### src/cab_pkg.sv
// Shared types, widths and operation codes for the execute stage.
// No dependencies; imported by every module of the block.
`default_nettype none

package cab_pkg;

    localparam int WORD_W    = 16;
    localparam int REG_COUNT = 16;
    localparam int IDX_W     = $clog2(REG_COUNT);
    localparam int MODE_W    = 6;
    localparam int CNT_W     = $clog2(WORD_W);

    localparam int S_DATA_W  = 48;
    localparam int S_USER_W  = 6;
    localparam int M_DATA_W  = 40;

    localparam logic [MODE_W-1:0] OP_NOP = 6'd0;
    localparam logic [MODE_W-1:0] OP_LOD = 6'd1;
    localparam logic [MODE_W-1:0] OP_SWP = 6'd2;
    localparam logic [MODE_W-1:0] OP_ADD = 6'd3;
    localparam logic [MODE_W-1:0] OP_ADC = 6'd4;
    localparam logic [MODE_W-1:0] OP_SUB = 6'd5;
    localparam logic [MODE_W-1:0] OP_SBB = 6'd6;
    localparam logic [MODE_W-1:0] OP_INC = 6'd7;
    localparam logic [MODE_W-1:0] OP_DEC = 6'd8;
    localparam logic [MODE_W-1:0] OP_MUL = 6'd9;
    localparam logic [MODE_W-1:0] OP_DIV = 6'd10;
    localparam logic [MODE_W-1:0] OP_AND = 6'd11;
    localparam logic [MODE_W-1:0] OP_OR  = 6'd12;
    localparam logic [MODE_W-1:0] OP_XOR = 6'd13;
    localparam logic [MODE_W-1:0] OP_NOT = 6'd14;
    localparam logic [MODE_W-1:0] OP_NEG = 6'd15;
    localparam logic [MODE_W-1:0] OP_SHL = 6'd16;
    localparam logic [MODE_W-1:0] OP_SHR = 6'd17;
    localparam logic [MODE_W-1:0] OP_SAR = 6'd18;
    localparam logic [MODE_W-1:0] OP_JMP = 6'd19;
    localparam logic [MODE_W-1:0] OP_JE  = 6'd20;
    localparam logic [MODE_W-1:0] OP_JNE = 6'd21;
    localparam logic [MODE_W-1:0] OP_JZ  = 6'd22;
    localparam logic [MODE_W-1:0] OP_JNZ = 6'd23;
    localparam logic [MODE_W-1:0] OP_JL  = 6'd24;
    localparam logic [MODE_W-1:0] OP_JLE = 6'd25;
    localparam logic [MODE_W-1:0] OP_JG  = 6'd26;
    localparam logic [MODE_W-1:0] OP_JGE = 6'd27;
    localparam logic [MODE_W-1:0] OP_JB  = 6'd28;
    localparam logic [MODE_W-1:0] OP_JBE = 6'd29;
    localparam logic [MODE_W-1:0] OP_JA  = 6'd30;
    localparam logic [MODE_W-1:0] OP_JAE = 6'd31;
    localparam logic [MODE_W-1:0] OP_FOR = 6'd32;
    localparam logic [MODE_W-1:0] OP_BRK = 6'd33;

    typedef struct packed {
        logic             ok;
        logic [IDX_W-1:0] idx;
    } t_rf_rd;

    typedef struct packed {
        logic              en;
        logic [IDX_W-1:0]  idx;
        logic [WORD_W-1:0] data;
    } t_rf_wr;

    typedef struct packed {
        logic              cout;
        logic              zero;
        logic [WORD_W-1:0] sum;
    } t_add_res;

endpackage

`default_nettype wire

### src/cab_addsub.sv
// Shared adder of the execute stage: sum, carry out and zero flag.
// Depends on cab_pkg.
`default_nettype none

module cab_addsub import cab_pkg::*; (
    input  wire logic [WORD_W-1:0] i_a,
    input  wire logic [WORD_W-1:0] i_b,
    input  wire logic              i_cin,
    output t_add_res               o_res
);

    logic [WORD_W:0] sum_w;

    assign sum_w       = {1'b0, i_a} + {1'b0, i_b} + {{WORD_W{1'b0}}, i_cin};
    assign o_res.sum   = sum_w[WORD_W-1:0];
    assign o_res.cout  = sum_w[WORD_W];
    assign o_res.zero  = (sum_w[WORD_W-1:0] == '0);

endmodule

`default_nettype wire

### src/cab_regfile.sv
// Register file: two registered read ports, one write port, per-entry
// valid bits so unwritten entries read zero after reset. Depends on cab_pkg.
`default_nettype none

module cab_regfile import cab_pkg::*; (
    input  wire logic              i_clk,
    input  wire logic              i_rst_n,
    input  t_rf_rd                 i_rd0,
    input  t_rf_rd                 i_rd1,
    input  t_rf_wr                 i_wr,
    output logic [WORD_W-1:0]      o_rdata0,
    output logic [WORD_W-1:0]      o_rdata1
);

    logic [WORD_W-1:0]    mem [REG_COUNT];
    logic [REG_COUNT-1:0] r_vld;
    logic [WORD_W-1:0]    r_rd0;
    logic [WORD_W-1:0]    r_rd1;
    logic                 r_hit0;
    logic                 r_hit1;

    always_ff @(posedge i_clk) begin
        if (i_wr.en) begin
            mem[i_wr.idx] <= i_wr.data;
        end
        r_rd0 <= mem[i_rd0.idx];
        r_rd1 <= mem[i_rd1.idx];
    end

    always_ff @(posedge i_clk) begin
        if (!i_rst_n) begin
            r_vld  <= '0;
            r_hit0 <= 1'b0;
            r_hit1 <= 1'b0;
        end else begin
            if (i_wr.en) begin
                r_vld[i_wr.idx] <= 1'b1;
            end
            r_hit0 <= i_rd0.ok && r_vld[i_rd0.idx];
            r_hit1 <= i_rd1.ok && r_vld[i_rd1.idx];
        end
    end

    assign o_rdata0 = r_hit0 ? r_rd0 : '0;
    assign o_rdata1 = r_hit1 ? r_rd1 : '0;

endmodule

`default_nettype wire

### src/cpu16_alu_branch_execute.sv
// Execute stage of a 16-bit register machine: sequencer around one shared adder.
// States in order: read b and c, read a, execute, an extra state for swap and counted loop,
// 16 steps for multiply and nonzero divide (none for divide by zero), then write-back.
// One instruction at a time; tready is low until the result is in the output register.
// Reset (synchronous, active low) clears registers to zero and the carry.
// Depends on cab_pkg, cab_addsub, cab_regfile.
`default_nettype none

module cpu16_alu_branch_execute import cab_pkg::*; (
    input  wire logic                i_clk,
    input  wire logic                i_rst_n,
    input  wire logic                i_s_axis_tvalid,
    output logic                     o_s_axis_tready,
    // operand_a [15:0], operand_b [31:16], operand_c [47:32]
    input  wire logic [S_DATA_W-1:0] i_s_axis_tdata,
    // mode [5:0]
    input  wire logic [S_USER_W-1:0] i_s_axis_tuser,
    output logic                     o_m_axis_tvalid,
    input  wire logic                i_m_axis_tready,
    // write_enable [0], write_index [4:1], write_value [20:5], branch_taken [21],
    // branch_target [37:22], carry_flag [38], halt [39]
    output logic [M_DATA_W-1:0]      o_m_axis_tdata
);

    localparam logic [3:0] S_IDLE = 4'd0;
    localparam logic [3:0] S_RDBC = 4'd1;
    localparam logic [3:0] S_RDA  = 4'd2;
    localparam logic [3:0] S_EXEC = 4'd3;
    localparam logic [3:0] S_MUL  = 4'd4;
    localparam logic [3:0] S_DIV  = 4'd5;
    localparam logic [3:0] S_FOR  = 4'd6;
    localparam logic [3:0] S_SWP  = 4'd7;
    localparam logic [3:0] S_WB   = 4'd8;

    logic [3:0]          r_state, n_state;
    logic [MODE_W-1:0]   r_mode;
    logic [WORD_W-1:0]   r_a, r_b, r_c, r_x, r_y;
    logic [WORD_W-1:0]   r_acc, r_quo;
    logic [CNT_W-1:0]    r_cnt;
    logic                r_carry;
    logic                r_wen, r_take, r_halt;
    logic [IDX_W-1:0]    r_widx;
    logic [WORD_W-1:0]   r_wval, r_tgt;
    logic                r_out_valid;
    logic [M_DATA_W-1:0] r_out_data;

    logic              s_acc, out_load;
    logic              a_ok, b_ok, c_ok, c_big;
    logic [WORD_W-1:0] ra, rd0, rd1;
    logic [WORD_W-1:0] add_a, add_b;
    logic              add_cin;
    t_add_res          add_res;
    t_rf_rd            rf_rd0, rf_rd1;
    t_rf_wr            rf_wr;
    logic              lt, eq, cond;
    logic [WORD_W-1:0] div_sh, shf;
    logic              div_ge;
    logic [WORD_W-1:0] sign_bit;

    assign sign_bit = {1'b1, {(WORD_W-1){1'b0}}};
    assign s_acc    = i_s_axis_tvalid && o_s_axis_tready;
    assign out_load = (r_state == S_WB) && (!r_out_valid || i_m_axis_tready);
    assign a_ok     = r_a < WORD_W'(REG_COUNT);
    assign b_ok     = r_b < WORD_W'(REG_COUNT);
    assign c_ok     = r_c < WORD_W'(REG_COUNT);
    assign c_big    = r_c >= WORD_W'(WORD_W);
    assign ra       = rd0;

    always_comb begin
        rf_rd0 = '{ok: b_ok, idx: r_b[IDX_W-1:0]};
        rf_rd1 = '{ok: c_ok, idx: r_c[IDX_W-1:0]};
        if (r_state == S_RDA) begin
            rf_rd0 = '{ok: a_ok, idx: r_a[IDX_W-1:0]};
        end
        rf_wr = '{en: 1'b0, idx: r_a[IDX_W-1:0], data: r_wval};
        if (r_state == S_WB) begin
            rf_wr.en = out_load && r_wen;
        end else if (r_state == S_SWP) begin
            rf_wr = '{en: b_ok, idx: r_b[IDX_W-1:0], data: r_acc};
        end
    end

    cab_regfile u_rf (
        .i_clk    (i_clk),
        .i_rst_n  (i_rst_n),
        .i_rd0    (rf_rd0),
        .i_rd1    (rf_rd1),
        .i_wr     (rf_wr),
        .o_rdata0 (rd0),
        .o_rdata1 (rd1)
    );

    assign div_sh = {r_acc[WORD_W-2:0], r_quo[WORD_W-1]};

    // operand select for the shared adder
    always_comb begin
        add_a   = '0;
        add_b   = '0;
        add_cin = 1'b0;
        case (r_state)
            S_EXEC: begin
                case (r_mode)
                    OP_ADD: begin add_a = r_x; add_b = r_y; end
                    OP_ADC: begin add_a = r_x; add_b = r_y; add_cin = r_carry; end
                    OP_SUB: begin add_a = r_x; add_b = ~r_y; add_cin = 1'b1; end
                    OP_SBB: begin add_a = r_x; add_b = ~r_y; add_cin = !r_carry; end
                    OP_INC, OP_FOR: begin add_a = ra; add_cin = 1'b1; end
                    OP_DEC: begin add_a = ra; add_b = '1; end
                    OP_NEG: begin add_b = ~r_x; add_cin = 1'b1; end
                    OP_JZ, OP_JNZ: begin add_a = ra; add_b = '1; add_cin = 1'b1; end
                    OP_JL, OP_JLE, OP_JG, OP_JGE: begin
                        add_a   = ra ^ sign_bit;
                        add_b   = ~(r_x ^ sign_bit);
                        add_cin = 1'b1;
                    end
                    default: begin add_a = ra; add_b = ~r_x; add_cin = 1'b1; end
                endcase
            end
            S_MUL: begin
                add_a = {r_acc[WORD_W-2:0], 1'b0};
                add_b = r_y[WORD_W-1] ? r_x : '0;
            end
            S_DIV: begin add_a = div_sh; add_b = ~r_y; add_cin = 1'b1; end
            S_FOR: begin
                add_a   = a_ok ? r_wval : '0;
                add_b   = ~r_b;
                add_cin = 1'b1;
            end
            default: ;
        endcase
    end

    cab_addsub u_add (
        .i_a   (add_a),
        .i_b   (add_b),
        .i_cin (add_cin),
        .o_res (add_res)
    );

    assign lt     = !add_res.cout;
    assign eq     = add_res.zero;
    assign div_ge = r_acc[WORD_W-1] || add_res.cout;

    always_comb begin
        case (r_mode)
            OP_JE:  cond = eq;
            OP_JNE: cond = !eq;
            OP_JZ:  cond = eq;
            OP_JNZ: cond = !eq;
            OP_JL, OP_JB:   cond = lt;
            OP_JLE, OP_JBE: cond = lt || eq;
            OP_JG, OP_JA:   cond = !(lt || eq);
            OP_JGE, OP_JAE: cond = !lt;
            default: cond = 1'b0;
        endcase
    end

    always_comb begin
        case (r_mode)
            OP_SHL:  shf = c_big ? '0 : (r_x << r_c[CNT_W-1:0]);
            OP_SHR:  shf = c_big ? '0 : (r_x >> r_c[CNT_W-1:0]);
            default: shf = c_big ? {WORD_W{r_x[WORD_W-1]}}
                                 : WORD_W'($signed(r_x) >>> r_c[CNT_W-1:0]);
        endcase
    end

    always_comb begin
        n_state = r_state;
        case (r_state)
            S_IDLE: if (s_acc) n_state = S_RDBC;
            S_RDBC: n_state = S_RDA;
            S_RDA:  n_state = S_EXEC;
            S_EXEC: begin
                case (r_mode)
                    OP_MUL:  n_state = S_MUL;
                    OP_DIV:  n_state = (r_y == '0) ? S_WB : S_DIV;
                    OP_FOR:  n_state = S_FOR;
                    OP_SWP:  n_state = S_SWP;
                    default: n_state = S_WB;
                endcase
            end
            S_MUL, S_DIV: if (r_cnt == '0) n_state = S_WB;
            S_FOR, S_SWP: n_state = S_WB;
            S_WB:   if (out_load) n_state = S_IDLE;
            default: n_state = S_IDLE;
        endcase
    end

    always_ff @(posedge i_clk) begin
        if (!i_rst_n) begin
            r_state     <= S_IDLE;
            r_out_valid <= 1'b0;
            r_carry     <= 1'b0;
        end else begin
            r_state <= n_state;
            if (out_load) begin
                r_out_valid <= 1'b1;
            end else if (i_m_axis_tready) begin
                r_out_valid <= 1'b0;
            end
            if (r_state == S_EXEC) begin
                case (r_mode)
                    OP_ADD, OP_ADC: r_carry <= add_res.cout;
                    OP_SUB, OP_SBB: r_carry <= !add_res.cout;
                    default: ;
                endcase
            end
        end
    end

    always_ff @(posedge i_clk) begin
        case (r_state)
            S_IDLE: begin
                r_mode <= i_s_axis_tuser;
                r_a    <= i_s_axis_tdata[WORD_W-1:0];
                r_b    <= i_s_axis_tdata[2*WORD_W-1:WORD_W];
                r_c    <= i_s_axis_tdata[3*WORD_W-1:2*WORD_W];
            end
            S_RDA: begin
                r_x <= rd0;
                r_y <= rd1;
            end
            S_EXEC: begin
                r_wen  <= 1'b0;
                r_widx <= r_a[IDX_W-1:0];
                r_wval <= '0;
                r_take <= 1'b0;
                r_tgt  <= '0;
                r_halt <= 1'b0;
                r_acc  <= '0;
                r_quo  <= r_x;
                r_cnt  <= '1;
                case (r_mode)
                    OP_LOD: begin r_wen <= a_ok; r_wval <= r_b; end
                    OP_SWP: begin r_wen <= a_ok; r_wval <= r_x; r_acc <= ra; end
                    OP_ADD, OP_ADC, OP_SUB, OP_SBB, OP_INC, OP_DEC, OP_NEG,
                    OP_FOR: begin
                        r_wen  <= a_ok;
                        r_wval <= add_res.sum;
                    end
                    OP_MUL, OP_DIV: r_wen <= a_ok;
                    OP_AND: begin r_wen <= a_ok; r_wval <= r_x & r_y; end
                    OP_OR:  begin r_wen <= a_ok; r_wval <= r_x | r_y; end
                    OP_XOR: begin r_wen <= a_ok; r_wval <= r_x ^ r_y; end
                    OP_NOT: begin r_wen <= a_ok; r_wval <= ~r_x; end
                    OP_SHL, OP_SHR, OP_SAR: begin r_wen <= a_ok; r_wval <= shf; end
                    OP_JMP: begin r_take <= 1'b1; r_tgt <= r_a; end
                    OP_JZ, OP_JNZ: begin
                        r_take <= cond;
                        r_tgt  <= cond ? r_b : '0;
                    end
                    OP_JE, OP_JNE, OP_JL, OP_JLE, OP_JG, OP_JGE,
                    OP_JB, OP_JBE, OP_JA, OP_JAE: begin
                        r_take <= cond;
                        r_tgt  <= cond ? r_c : '0;
                    end
                    OP_BRK: r_halt <= 1'b1;
                    default: ;
                endcase
            end
            S_MUL: begin
                r_acc <= add_res.sum;
                r_y   <= {r_y[WORD_W-2:0], 1'b0};
                r_cnt <= r_cnt - 1'b1;
                if (r_cnt == '0) r_wval <= add_res.sum;
            end
            S_DIV: begin
                r_acc <= div_ge ? add_res.sum : div_sh;
                r_quo <= {r_quo[WORD_W-2:0], div_ge};
                r_cnt <= r_cnt - 1'b1;
                if (r_cnt == '0) r_wval <= {r_quo[WORD_W-2:0], div_ge};
            end
            S_FOR: begin
                r_take <= lt;
                r_tgt  <= lt ? r_c : '0;
            end
            S_WB: begin
                if (out_load) begin
                    r_out_data <= {r_halt, r_carry, r_tgt, r_take,
                                   r_wen ? r_wval : {WORD_W{1'b0}},
                                   r_wen ? r_widx : {IDX_W{1'b0}}, r_wen};
                end
            end
            default: ;
        endcase
    end

    assign o_s_axis_tready = (r_state == S_IDLE);
    assign o_m_axis_tvalid = r_out_valid;
    assign o_m_axis_tdata  = r_out_data;

    a_div_nonzero: assert property (@(posedge i_clk) disable iff (!i_rst_n)
        (r_state == S_DIV) |-> (r_y != '0))
        else $error("divide sequence entered with zero divisor");

    a_halt_alone: assert property (@(posedge i_clk) disable iff (!i_rst_n)
        r_out_valid |-> !(r_out_data[39] && (r_out_data[0] || r_out_data[21])))
        else $error("halt result also writes or branches");

    a_no_write_zero: assert property (@(posedge i_clk) disable iff (!i_rst_n)
        (r_out_valid && !r_out_data[0]) |-> (r_out_data[20:1] == '0))
        else $error("write fields nonzero without write enable");

    a_no_branch_zero: assert property (@(posedge i_clk) disable iff (!i_rst_n)
        (r_out_valid && !r_out_data[21]) |-> (r_out_data[37:22] == '0))
        else $error("branch target nonzero without branch");

    a_load_from_wb: assert property (@(posedge i_clk) disable iff (!i_rst_n)
        $rose(r_out_valid) |-> ($past(r_state) == S_WB))
        else $error("result posted outside write-back");

endmodule

`default_nettype wire
### config.mk
export PLATFORM = sky130hd
export DESIGN_NAME = cpu16_alu_branch_execute
export DESIGN_NICKNAME = d
export VERILOG_FILES = /design/src/cab_pkg.sv /design/src/cab_addsub.sv /design/src/cab_regfile.sv /design/src/cpu16_alu_branch_execute.sv
export SDC_FILE = /design/constraint.sdc
export NUM_CORES = 1
export LEC_CHECK = 0
export BUFFER_PORTS_ARGS = -buffer_cell sky130_fd_sc_hd__buf_2
export CAP_MARGIN = 10
export CORE_MARGIN = 10
export CORE_UTILIZATION = 40
export CTS_BUF_LIST = sky130_fd_sc_hd__clkbuf_4 sky130_fd_sc_hd__clkbuf_8
export DETAILED_ROUTE_END_ITERATION = 8
export MAX_ROUTING_LAYER = met4
export PLACE_DENSITY_LB_ADDON = 0.08
export REMOVE_ABC_BUFFERS = 1
export SLEW_MARGIN = 5
export SYNTH_ARGS = -nofsm -noshare
export SYNTH_HDL_FRONTEND = slang
export SYNTH_SLANG_ARGS = --single-unit
### constraint.sdc
create_clock -name i_clk -period 12.8 [get_ports i_clk]
set_clock_uncertainty 0.2 [all_clocks]
set_input_delay 0.64 -clock i_clk [delete_from_list [all_inputs] [get_ports i_clk]]
set_output_delay 0.64 -clock i_clk [all_outputs]
set_load 0.02 [all_outputs]
==> results of run 1 <==
## repair_timing
item	4_1_cts	5_1_grt
endpoints found under the hold margin	54	0
setup buffers	0	0
hold buffers	54	0
## worst max-delay path by stage
stage	start	end
2_1_floorplan	r_state[1]	u_rf.r_hit0
3_3_place_gp	r_mode[1]	r_tgt[14]
3_5_place_dp	r_mode[1]	r_tgt[14]
4_1_cts	r_mode[1]	r_tgt[14]
5_1_grt	r_mode[1]	r_tgt[14]
6_report	r_mode[1]	r_tgt[14]
## per-layer routing
| layer | GRT usage, % | wire length (um) | up-vias |
|---|---|---|---|
| li1 | - | - | 9323 |
| met1 | 31.2 | 40200 | 10483 |
| met2 | 40.9 | 47500 | 874 |
| met3 | 3.35 | 5760 | 213 |
| met4 | 11.1 | 4310 | 0 |
| met5 | - | 0 | - |
## where the power goes
part,total [W],switching (W),internal [W]
combinational,0.000716,0.000454,0.000263
clock,0.00150,0.000693,0.000811
sequential,0.00201,0.000102,0.00191
## logic make-up (layout without fill, tap and decap cells)
group,count (synthesis),in the layout,share of synthesized area [%]
DFF,513,513,54.6
buffers and inverters,238,417,3.37
AOI/OAI and AO/OA,691,691,17.7
and+or+nand+nor,677,677,11.7
adders and majority gates,50,50,2.36
other,0,1,0
xor gates and xnor gates,15,15,0.483
muxes,149,149,9.79
## cell type report
cell class,count,area (um2)
clock inverters,38,226
flip-flops and latches,513,14800
fillers,6125,36300
clock buffers,127,1560
inverters,50,188
diodes,1,2.50
well taps,873,1090
multi-input cells,1582,11600
repair buffers,202,1400
## registers in the layout, summed over array words and instances (netlist names), 6 cells and up
register and flops:
r_c 16, u_rf.r_rd1 16, r_x 16, r_y 16, o_m_axis_tdata 40, r_b 16
r_tgt 16, r_quo 16, u_rf.r_vld 16, r_mode 6, u_rf.r_rd0 16, r_acc 16
u_rf.mem 256, r_a 16, r_wval 16
## cells in the final DEF, fill, tap and decap left out, drive strengths merged, types with 54 or more instances in the layout
| master | synthesis | final |
|---|---|---|
| a211oi | 104 | 104 |
| nand2 | 308 | 308 |
| edfxtp | 457 | 457 |
| and2 | 118 | 118 |
| dfxtp | 56 | 56 |
| dlygate4sd3 | 0 | 54 |
| buf | 32 | 148 |
| o21ai | 104 | 104 |
| nor2 | 108 | 108 |
| a21oi | 144 | 144 |
| clkbuf | 156 | 127 |
| mux4 | 91 | 91 |
## worst register-to-register path: cells and delay by family (launching register included)
kind,cells,cell delay (ps)
flops,1,790
xor+xnor,1,240
fa+ha+maj,1,230
compound gates,8,2260
buf+inv,2,310
simple gates,6,2030
mux,1,390
## through the flow
stage          instances  util [%]  power, W  area (um2)  setup WS, ps
5_1_grt             3386      46.0   0.00441       31000          5750
2_1_floorplan       2145         -   0.00248       26500          3020
3_3_place_gp        3166      42.6   0.00274       28600          6350
4_1_cts             3385      46.0   0.00427       31000          6210
6_report            3386      46.0   0.00423       31000          6120
3_5_place_dp        3166      42.6   0.00274       28600          6230
==> results.yml, run 1 <==
outcome:
  outcome: "finished, final reports clean"
min_path:
  hold_path_class: "primary input to register"
  hold_depth: 3
  worstHoldStart: "i_m_axis_tready"
  holdPathEnd: "o_m_axis_tvalid"
route:
  drc: 0
  viasPerCell: 6.17
  postRouteAntennaNets: 0
  drt-initial-drc-count: 2146
  postRouteWirelength_mm: 97.8
  firstDrtPassIters: 5
  via_count: 20893
  drt-wirelength-per-cell_um: 28.9
global_route:
  overflow: 0
  antenna_found_initial: 1
  grt_max_degree: 86
  grt_use_total_pct: 25.2
  grt_pass1_vias: 20618
  grt_pass1_wl_mm: 142
sta:
  finalSetupViolCount: 0
  drv_slew: 0
  layout_min_cycle_time_ps: 6680
  rsz0062_at_grt: "false"
  fin_hold_ws_ps: 108
  finalCritPeriodShare_pct: 52.2
  worst_pin_slew_ps: 1220
  max_freq_mhz: 150
  finalSetupTns_ps: 0
  hold_violations: 0
  slew_headroom_pct: 18.1
setup_path:
  critPathCaptureType: "register"
  critPathArrivalTime_ps: 6930
  critPathMaxStageDelay_ps: 790
  critPathMaxFanout: 19
  r2r_setup_slack_ps: 6120
  crit_cells: 19
  r2r_end: "r_tgt[14]"
  reg2reg_depth: 19
  required_ps: 13050
  cp_top_family: "compound AO/OA/AOI/OAI gates"
  slowest_stage: "edfxtp_1"
  crit_buf_inv: 2
  worstSetupPathType: "register to register"
  r2r_start: "r_mode[1]"
  cp-start-kind: "register"
  path_cells: "nand2_1 -> o22ai_1 -> and3_1 -> nor2b_1 -> nor2_1 -> buf_4 -> a222oi_1 -> and2_1 -> inv_1 -> ha_1 -> a211oi_1 -> o211ai_1 -> a41oi_1 -> xnor2_1 -> a211o_1 -> nor4_2 -> mux2i_1 -> a31oi_4 -> a21o_1"
synthesis:
  synth_common_cells: "edfxtp_1 (457), nand2_1 (308), clkbuf_1 (156)"
  synth_area_leaders: "edfxtp_1 (50%), mux4_2 (7.5%), nand2_1 (4.3%), dfxtp_1 (4.1%), a211oi_1 (2.8%)"
  synthArstFlopShare_pct: 0
  synthFlopType: "edfxtp_1"
  yosysMostFrequentCell: "edfxtp_1"
  syn_inst: 2333
  ys_types: 82
  yosysWarnings: 0
  seq_area_frac_synth_pct: 54.6
  avgSynthCellArea_um2: 11.7
  syn_area_um2: 27200
  synth_top_cell_area_share_pct: 50.5
  synth_edf_count: 457
  synth-seq-cells: 513
  synth_top_area_cell: "edfxtp_1"
placement:
  gp_congestion: 0.968
  port_buffers: 99
  place_hpwl_mm: 64.3
floorplanning:
  die_y_um: 281
  rows: 95
  initial_core_util_pct: 40.4
  io_pins: 100
  die_area_um2: 78800
  coreArea_um2: 67300
  die_x_um: 281
cts:
  cts_tree: "built"
  clock_latency_ps: 720
  clkTransAtPathRegs_ps: 60
  post_cts_resized: 0
  root_buffer: "clkbuf_8"
  htree_levels: 3
  cts_made_buffers: 89
  clockBufferDepth: 3
  cts_sinks: 513
pwr:
  ir_worst_vdd_mv: 0.0907
  p_leak_nw: 10.7
  power.density_nw_per_um2: 137
cells_and_area:
  areaGrowthSynthToFinish_pct: 13.9
  fin_nets: 2546
  drive_gt1_share_pct: 18.5
flow_run:
  max-cap-violations: 0
(Power assumes the default switching activity.)
==> run 2: changes to the inputs <==
--- a/config.mk
+++ b/config.mk
@@ -5,6 +5,7 @@
 export SDC_FILE = /design/constraint.sdc
 export NUM_CORES = 1
 export LEC_CHECK = 0
+export ABC_AREA = 1
 export BUFFER_PORTS_ARGS = -buffer_cell sky130_fd_sc_hd__buf_2
 export CAP_MARGIN = 10
 export CORE_MARGIN = 10
==> constraint.sdc (replaced) <==
create_clock -name i_clk -period 7 [get_ports i_clk]
set_clock_uncertainty 0.2 [all_clocks]
set_input_delay 0.35 -clock i_clk [delete_from_list [all_inputs] [get_ports i_clk]]
set_output_delay 0.35 -clock i_clk [all_outputs]
set_load 0.02 [all_outputs]
==> results.yml, run 2 <==
setup_path:
  r2r_start: "r_mode[5]"
  cpMostUsedCell: "nand2_1"
  critPathArrivalTime_ps: 6220
  reg2reg_depth: 30
  required_ps: 7250
  critPathMaxStageDelay_ps: 550
  critPathCaptureType: "register"
  critPathCapture: "r_tgt[4]"
  worstSetupPathType: "register to register"
  slowest_stage: "nor2_1"
  critPathLaunch: "r_mode[5]"
  r2r_end: "r_tgt[4]"
  r2r_setup_slack_ps: 1030
  cp-start-kind: "register"
  critPathMaxFanout: 17
cells_and_area:
  n_fill_cell: 6573
  areaGrowthSynthToFinish_pct: 14.5
  final_cell_mix: "nand2_1 (529), o21ai_0 (460), edfxtp_1 (457)"
  fin_nets: 3334
  top_register: "u_rf.mem"
  final_common_cell: "nand2_1"
  largest_reg_flops: 256
  drive_gt1_share_pct: 12.4
floorplanning:
  io_pins: 100
  die_area_um2: 79800
  initial_core_util_pct: 40.3
  die_y_um: 283
  die_x_um: 283
  rows: 96
  coreArea_um2: 68500
synthesis:
  synth_top_cell_area_share_pct: 49.8
  synth_area_leaders: "edfxtp_1 (50%), o21ai_0 (8.4%), nand2_1 (7.2%), nor2_1 (4.5%), dfxtp_1 (4.1%)"
  ys_types: 64
  synth_top_area_cell: "edfxtp_1"
  synth_xor_area_share_pct: 0.0318
  synthAdderAreaFrac_pct: 2.32
  synthFlopType: "edfxtp_1"
  muxShareOfSynthArea_pct: 0.113
  synth-simple-area-share_pct: 16.7
  yosysMostFrequentCell: "nand2_1"
  synth-seq-cells: 513
  synthArstFlopShare_pct: 0
  synth_edf_count: 457
  seq_area_frac_synth_pct: 53.9
  syn_inst: 3100
  yosysWarnings: 0
  synth_common_cells: "nand2_1 (529), o21ai_0 (465), edfxtp_1 (457)"
  synth_top_family_by_area: "compound AO/OA/AOI/OAI gates"
  syn_area_um2: 27600
  synth-compound-area-share_pct: 20.0
  avgSynthCellArea_um2: 8.89
pwr:
  ir_worst_vdd_mv: 0.176
  p_leak_nw: 12.2
  power.density_nw_per_um2: 266
min_path:
  worstHoldStart: "i_s_axis_tuser[0]"
  hold_path_class: "primary input to register"
global_route:
  grtUsageMet2_pct: 45.7
  overflow: 0
  use_met3_pct: 4.41
  use_met1_pct: 36.8
  antenna_found_initial: 3
  grt_max_degree: 100
  grt_pass1_vias: 24268
  grt_use_total_pct: 29.3
  busiest_layer: "met2"
  grt_pass1_wl_mm: 166
placement:
  post-place-ws_ps: 1200
  gp_congestion: 1.02
  place_hpwl_mm: 76.0
  port_buffers: 99
cts:
  htree_levels: 3
  root_buffer: "clkbuf_8"
  clock_latency_ps: 730
  clockBufferDepth: 3
  cts_sinks: 513
  cts_made_buffers: 90
  cts_tree: "built"
  post_cts_resized: 0
  clkTransAtPathRegs_ps: 60
route:
  via_count: 25242
  viasPerCell: 6.03
  firstDrtPassIters: 6
  postRouteAntennaNets: 0
  drc: 0
  drt-wirelength-per-cell_um: 27.6
  postRouteWirelength_mm: 116
  drt-initial-drc-count: 2777
sta:
  rsz0062_at_grt: "false"
  finalSetupTns_ps: 0
  setup_ws_ps: 1030
  hold_violations: 0
  drv_slew: 0
  max_freq_mhz: 168
  finalSetupViolCount: 0
  slew_headroom_pct: 27.5
  layout_min_cycle_time_ps: 5970
  finalCritPeriodShare_pct: 85.3
  worst_pin_slew_ps: 1090
flow_run:
  max-cap-violations: 0
outcome:
  outcome: "finished, final reports clean"
[run 2: cell types whose count changed after synthesis, sizes merged, moves of 44 or more]
cell	delta
nand2	+233
o22ai	+59
o221ai	+44
a31oi	-48
mux4	-91
inv	+253
nor2	+241
o21ai	+373
o211ai	+46
and2	-116
a211oi	-102
nand3	+118
[run 2: layout make-up]
type	count	area [um2]	share of cell area [%]
multi-input combinational	2089	10900	34.7
sequential	513	14800	47.1
inverter	311	1170	3.72
antenna	1	2.50	0.00793
clock buffer	130	1580	5.00
timing repair buffer	221	1550	4.93
tap	882	1100	3.50
clock inverter	37	360	1.14
[run 2: how the worst min path moves through the flow]
stage,to,slack [ps],depth (start not counted)
3_3_place_gp,o_m_axis_tdata[37],200,0
3_5_place_dp,o_m_axis_tdata[37],210,0
2_1_floorplan,o_m_axis_tdata[21],200,0
5_1_grt,r_a[6],130,2
4_1_cts,r_mode[4],110,2
6_report,r_mode[0],160,2
[run 2: what timing repair did]
item                                    CTS  global route
hold endpoints to repair                 59             0
endpoints found under the setup margin    0             0
setup buffers                             0             0
hold buffers                             57             0
[run 2: kinds of logic after synthesis]
logic type | after synthesis
buffers and inverters | 498
adders and majority gates | 50
AOI/OAI and AO/OA | 932
and+or+nand+nor | 1103
xor gates and xnor gates | 1
muxes | 3
DFF | 513
[run 2: power breakdown]
| group | switching (W) | internal [W] |
|---|---|---|
| clock | 0.00135 | 0.00165 |
| sequential | 0.000176 | 0.00352 |
| combinational | 0.00125 | 0.000439 |
| total | 0.00278 | 0.00561 |
[run 2: metrics by stage]
stage / hold slack, ps / util [%] / total power (W) / std cells / instance area, um2
after floorplan: 200 / - / 0.00464 / 2913 / 26800
after CTS: 113 / 46.1 / 0.00840 / 4183 / 31500
after global placement: 200 / 42.4 / 0.00537 / 3959 / 29000
after detailed placement: 206 / 42.4 / 0.00538 / 3959 / 29000
after global routing: 127 / 46.1 / 0.00871 / 4184 / 31500
final: 162 / 46.1 / 0.00839 / 4184 / 31500
[run 2: routing by layer]
metal  wire [um]  share of wire, %
met1       46700                40
met5           0                 0
met4        6180               5.4
met2       53400                46
met3        9250               8.0
[run 2: worst max-delay path, delay by kind of cell (launching register included)]
family | cells | cell delay (ps)
flops | 1 | 450
buf+inv | 4 | 650
fa+ha+maj | 2 | 720
simple gates | 23 | 3340
compound gates | 1 | 310
